File: config.mk
export PLATFORM = sky130hd
export DESIGN_NAME = swts_stats
export DESIGN_NICKNAME = d
export VERILOG_FILES = /design/src/swts_pkg.sv /design/src/swts_stats.sv
export SDC_FILE = /design/constraint.sdc
export NUM_CORES = 1
export LEC_CHECK = 0
export BUFFER_PORTS_ARGS = -buffer_cell sky130_fd_sc_hd__buf_2
export CAP_MARGIN = 20
export CORE_UTILIZATION = 40
export CTS_CLUSTER_DIAMETER = 200
export DETAILED_ROUTE_END_ITERATION = 6
export GPL_TIMING_DRIVEN = 0
export SYNTH_ARGS = -nofsm -noshare
export SYNTH_HDL_FRONTEND = slang
export SYNTH_SLANG_ARGS = --single-unit
File: constraint.sdc
create_clock -name clk -period 18.1 [get_ports clk]
set_input_delay 3.62 -clock clk [delete_from_list [all_inputs] [get_ports clk]]
set_output_delay 3.62 -clock clk [all_outputs]
set_load 0.03 [all_outputs]
File: src/swts_pkg.sv
package swts_pkg;

  localparam logic [1:0] ST_DONE      = 2'd0;
  localparam logic [1:0] ST_NOT_FOUND = 2'd1;
  localparam logic [1:0] ST_FULL      = 2'd2;

  localparam logic OP_INSERT = 1'b0;
  localparam logic OP_DELETE = 1'b1;

  localparam int STATUS_BITS = 2;
  localparam int POS_BITS    = 10;
  localparam int TOTAL_BITS  = 10;
  localparam int KEPT_BITS   = 9;
  localparam int SUM_BITS    = 25;
  localparam int SQ_BITS     = 41;

  // Per-cell decision for one operation, broadcast from the controller.
  typedef struct packed {
    logic       ins;   // shift right / write new value
    logic       del;   // shift left
  } swts_cmd_t;

endpackage

File: src/swts_stats.sv
// Sum and square-sum accumulator: the row rotates its values toward slot zero,
// so one value arrives at the head per cycle; values flagged by take are squared and added.
module swts_stats #(
  parameter int VALUE_BITS = 16
) (
  input  logic                            clk,
  input  logic                            clear,
  input  logic                            take,
  input  logic [VALUE_BITS-1:0]           head,
  output logic [swts_pkg::SUM_BITS-1:0]   sum_r,
  output logic [swts_pkg::SQ_BITS-1:0]    sq_r
);
  logic [2*VALUE_BITS-1:0] sqv_r;
  logic [VALUE_BITS-1:0]   v_r;
  logic                    take_r;

  always_ff @(posedge clk) begin
    v_r    <= head;
    sqv_r  <= (2*VALUE_BITS)'(head) * (2*VALUE_BITS)'(head);
    take_r <= clear ? 1'b0 : take;
    if (clear) begin
      sum_r  <= '0;
      sq_r   <= '0;
    end else if (take_r) begin
      sum_r <= sum_r + swts_pkg::SUM_BITS'(v_r);
      sq_r  <= sq_r + swts_pkg::SQ_BITS'(sqv_r);
    end
  end
endmodule
## Yosys cells after proc, flatten, opt, wreduce, memory -nomap -nowiden

Cells that the tools add are included.

- $add $sub $neg: 2
- Multiply operators: 1

Operators by type and width:

| cell | count |
|---|---|
| adder 41 x 32 -> 41 bit | 1 |
| multiplier 16 x 16 -> 32 bit | 1 |
| adder 25 x 16 -> 25 bit | 1 |

- Register bits after elaboration: 115
- Input bits: 19
- Output and inout port bits: 66
- Word-level logic and storage cells: 8

## Depth between registers and ports, before layout

- Word-level depth: 1
- Depth in mapped cells: 24
- Depth with buffers taken out: 23

## Worst setup path before layout

Ideal clock, no wire load.

- Path kind: input to register
- Start point: in head[1]
- End point: reg sqv_r[30]
- Setup time: 118 ps
- Data arrival time: 9262 ps
- Data required time: 17982 ps
- Path slack: 8720 ps
- Cell stages on the path: 20
- Path buffers: 3
- Cells stage by stage: clkbuf_1 clkbuf_1 nand2_1 fa_1 inv_1 fa_1 fa_1 fa_1 fa_1 inv_1 fa_1 inv_1 ha_1 clkbuf_1 nand3_1 or4_1 a2111oi_0 a211oi_1 a311o_1 xnor2_1

- Word-level cells in the longest chain between the ends: 1

RTL lines:

| item | line | source |
|---|---|---|
| start, declared | swts_stats.sv:9 | `input logic [VALUE_BITS-1:0] head,` |
| multiplier 16 x 16 -> 32 bit | swts_stats.sv:19 | `sqv_r <= (2*VALUE_BITS)'(head) * (2*VALUE_BITS)'(head);` |
| end signal, assigned | swts_stats.sv:19 |  |
| end, declared | swts_stats.sv:13 | `logic [2*VALUE_BITS-1:0] sqv_r;` |

No other way between the ends.
A chain may end at the register's enable or synchronous reset.

## Worst setup path after layout

Same ends and word-level chain as after synthesis.

==> metrics.md <==
| Metric | Value |
|---|---|
| Status | `complete, no violations` |
| Critical Path Start Type | `primary input` |
| Worst-Margin Slew | `0.929 ns` |
| I/O pin cnt | `85` |
| Avg Inst Size Synth | `8.83 µm²` |
| Routed Wire Length | `34.4 mm` |
| PD cells | `209 nW/µm²` |
| Leading area contributor after synthesis | `fa_1` |
| Combinational family with the most area after synthesis | `adder cells` |
| Design Area, Final | `15000 µm²` |
| Final ANT Viol Nets | `0` |
| Setup repair bufs after CTS | `0` |
| Fraction of layout instances using a drive strength above 1 | `9.64%` |
| Synth Area in Adders | `38.7%` |
| Post-Synth XOR/XNOR Area | `4.92%` |
| First-pass GRT wire length | `55.6 mm` |
| Clk_lat worst skew | `0.43 ns` |
| Die Span Y | `185 µm` |
| Clock Tree Root | `clkbuf_16` |
| Number of global-route vias before repair | `10.6k` |
| Yosys reg bits | `113` |
| Num CTS Buffers | `17` |
| Sequential element share of the synthesized area | `16.9%` |
| Slowest-stage cell, CP | `fa_1` |
| Syn_nets | `1847` |
| Antenna cells | `0` |
| Crit path max fanout | `10` |
| Area after DPL | `14300 µm²` |
| Worst Path Arrival | `10.44 ns` |
| Cell mode on critical path | `fa_1` |
| Top-count cell post-synth | `inv_1` |
| Vias post-DR | `10.6k` |
| Synth Warn # | `0` |
| Final nets | `1950` |
| Slew Limit Fails | `0` |
| Min-delay worst type | `register to register` |
| Simple-gate share of the synthesized area | `14.3%` |
| H-tree lvl count | `4` |
| Final setup viols | `0` |
| CP max stage delay | `0.62 ns` |
| Post-cts resize count | `0` |
| Cell area after synthesis | `13400 µm²` |
| Placer congestion estimate | `0.867` |
| Initial antenna violation count | `0` |
| Period utilization | `55.8%` |
| Initial core utilization | `40.8%` |
| Floorplan row count | `66` |
| Top_reg_cell synth | `dfxtp_1` |
| Skew final | `0.0124 ns` |
| Synth cell count leaders | `262 x inv_1, 164 x fa_1, 151 x ha_1` |
| Largest net degree at the start of global routing | `17` |
| Post-layout min period | `10.10 ns` |
| Hpwl dp | `28.1 mm` |
| Async SR Flop Fraction | `0%` |
| Crit-path cells | `buf_2, clkbuf_1, clkbuf_1, nand2_1, fa_1, inv_1, fa_1, fa_1, fa_1, fa_1, inv_1, fa_1, inv_1, ha_1, clkbuf_1, nand3_1, or4_1, a2111oi_0, a211oi_1, a311o_1, xnor2_1` |
| Synth Instances | `1513` |
| DRC | `0` |
| Fmax | `99.0 MHz` |
| FF/Latch Area | `2260 µm²` |
| Post-CTS Hold Fix Bufs | `0` |
| Area growth from synthesis to layout | `12.1%` |
| CP Capture Type | `register` |
| Core area | `32700 µm²` |
| Buf/Inv on CP | `7` |
| Die area | `34100 µm²` |
| LEAKAGE | `7.53 nW` |
| RSZ-0062 raised after global routing | `no` |
| Die W | `185 µm` |
| IO Port Bufs | `84` |
| GRT Resource Usage Total | `21.1%` |
| Drt wl/cell | `16.6 µm` |
| CTS max path bufs | `2` |
| Synth area leaders | `fa_1 25%, dfxtp_1 17%, ha_1 14%` |
| Yosys top cell area share | `24.6%` |
| Clock Pin Slew Worst Setup and Hold Paths | `0.06 ns` |
| Setup TNS | `0 ns` |
| Post-synthesis compound-gate area fraction | `14.2%` |
| Max rail drop VDD | `0.167 mV` |
| Number of max-cap violations | `0` |
| Area occupied by multi-input gates | `9910 µm²` |
| Fillers | `3235` |
| Hold WS | `0.488 ns` |
| Endpoints failing hold | `0` |
| Grt ovf | `0` |
| Data required, critical path | `18.44 ns` |
| Mux share of post-synthesis cell area | `1.99%` |
| Delay-heaviest family, CP | `adder cells` |
| CTS sink cnt | `113` |
| Slew Limit Headroom | `38.1%` |
| Initial DRC count | `551` |
| DR vias/cell | `5.12` |
| Crit Path Category | `primary input to register` |
| Yosys cell types | `78` |
| Drt pass-1 iters | `5` |
| TritonCTS clock tree | `yes` |
| Post-synth EDFFs | `0` |
[worst min-delay path, stage by stage, from the launching register on]
cell and delay [ns]:
dfxtp_1 0.31, o21ai_1 0.07, a21oi_1 0.06
[final cells by class]
class | instances | share of cell area [%]
well taps | 442 | 3.69
clock buffers | 18 | 2.93
plain buffers | 53 | 1.36
multi-input cells | 1085 | 66.2
inverters | 262 | 6.57
repair buffers | 84 | 2.81
clock inverters | 14 | 1.35
flip-flops and latches | 113 | 15.1
[sequential cells by signal, summed over array words and instances (netlist names)]
name    cells
sq_r       41
sqv_r      30
sum_r      25
take_r      1
v_r        16
[cells by family after synthesis]
kind of cell	Yosys count
AO/OA/AOI/OAI	275
adder cells (fa/ha/maj)	315
AND/OR/NAND/NOR	394
multiplexers	26
buffers and inverters	315
XOR/XNOR	75
flip-flops	113
[metal layers]
layer  up-vias  wire length, µm  track usage, %
met1      5137            16300            28.2
met5         -                0               0
li1       5193                -               -
met3        37             1160            1.92
met2       241            16500            36.2
met4         0              516            5.69
[layout by cell type (no fill, tap or decap), types with 7 or more instances in the layout]
cell,Yosys,final
a211oi_1,12,12
a21o_1,41,41
a21oi_1,79,79
a31o_2,8,8
a31oi_1,9,9
and2_1,47,47
and3_1,11,11
buf_2,3,87
clkbuf_1,43,43
clkbuf_16,0,17
dfxtp_1,113,113
fa_1,164,164
ha_1,151,151
inv_1,262,262
mux2i_1,22,22
nand2_1,124,124
nand2b_1,9,9
nand3_1,24,24
nand4_1,12,12
nor2_1,96,96
nor2b_1,14,14
nor3_1,17,17
o21a_1,9,9
o21ai_0,48,48
o21bai_1,8,8
or2_2,7,7
or3_1,13,13
xnor2_1,48,48
xor2_1,27,27
[where the power goes]
part,total [W],switching [W],internal [W]
registers,0.000368,0.0000345,0.000334
clock network,0.000367,0.000132,0.000236
logic,0.00239,0.00144,0.000952
total,0.00313,0.00161,0.00152
[per-stage QoR]
stage	power, W	utilization, %	std cells	worst slack [ns]
after global placement	0.00274	43.8	2039	7.57
after global routing	0.00346	45.8	2071	7.59
after detailed placement	0.00274	43.8	2039	7.57
after CTS	0.00313	45.8	2071	8.00
final	0.00313	45.8	2071	8.00
after floorplan	0.00219	-	1513	8.72
[final timing paths]
path / from / to / slack (ns) / cells after the start
worst min register to register: sum_r[24]$_SDFFE_PP0P_ / sum_r[24]$_SDFFE_PP0P_ / 0.49 / 2
worst max-delay path: head[1] / sqv_r[30]$_DFF_P_ / 8.00 / 21
worst min-delay path: sum_r[24]$_SDFFE_PP0P_ / sum_r[24]$_SDFFE_PP0P_ / 0.49 / 2
worst max register to register: v_r[0]$_DFF_P_ / sq_r[34]$_SDFFE_PP0P_ / 15.00 / 10
Power figures use the tool's default switching activity.
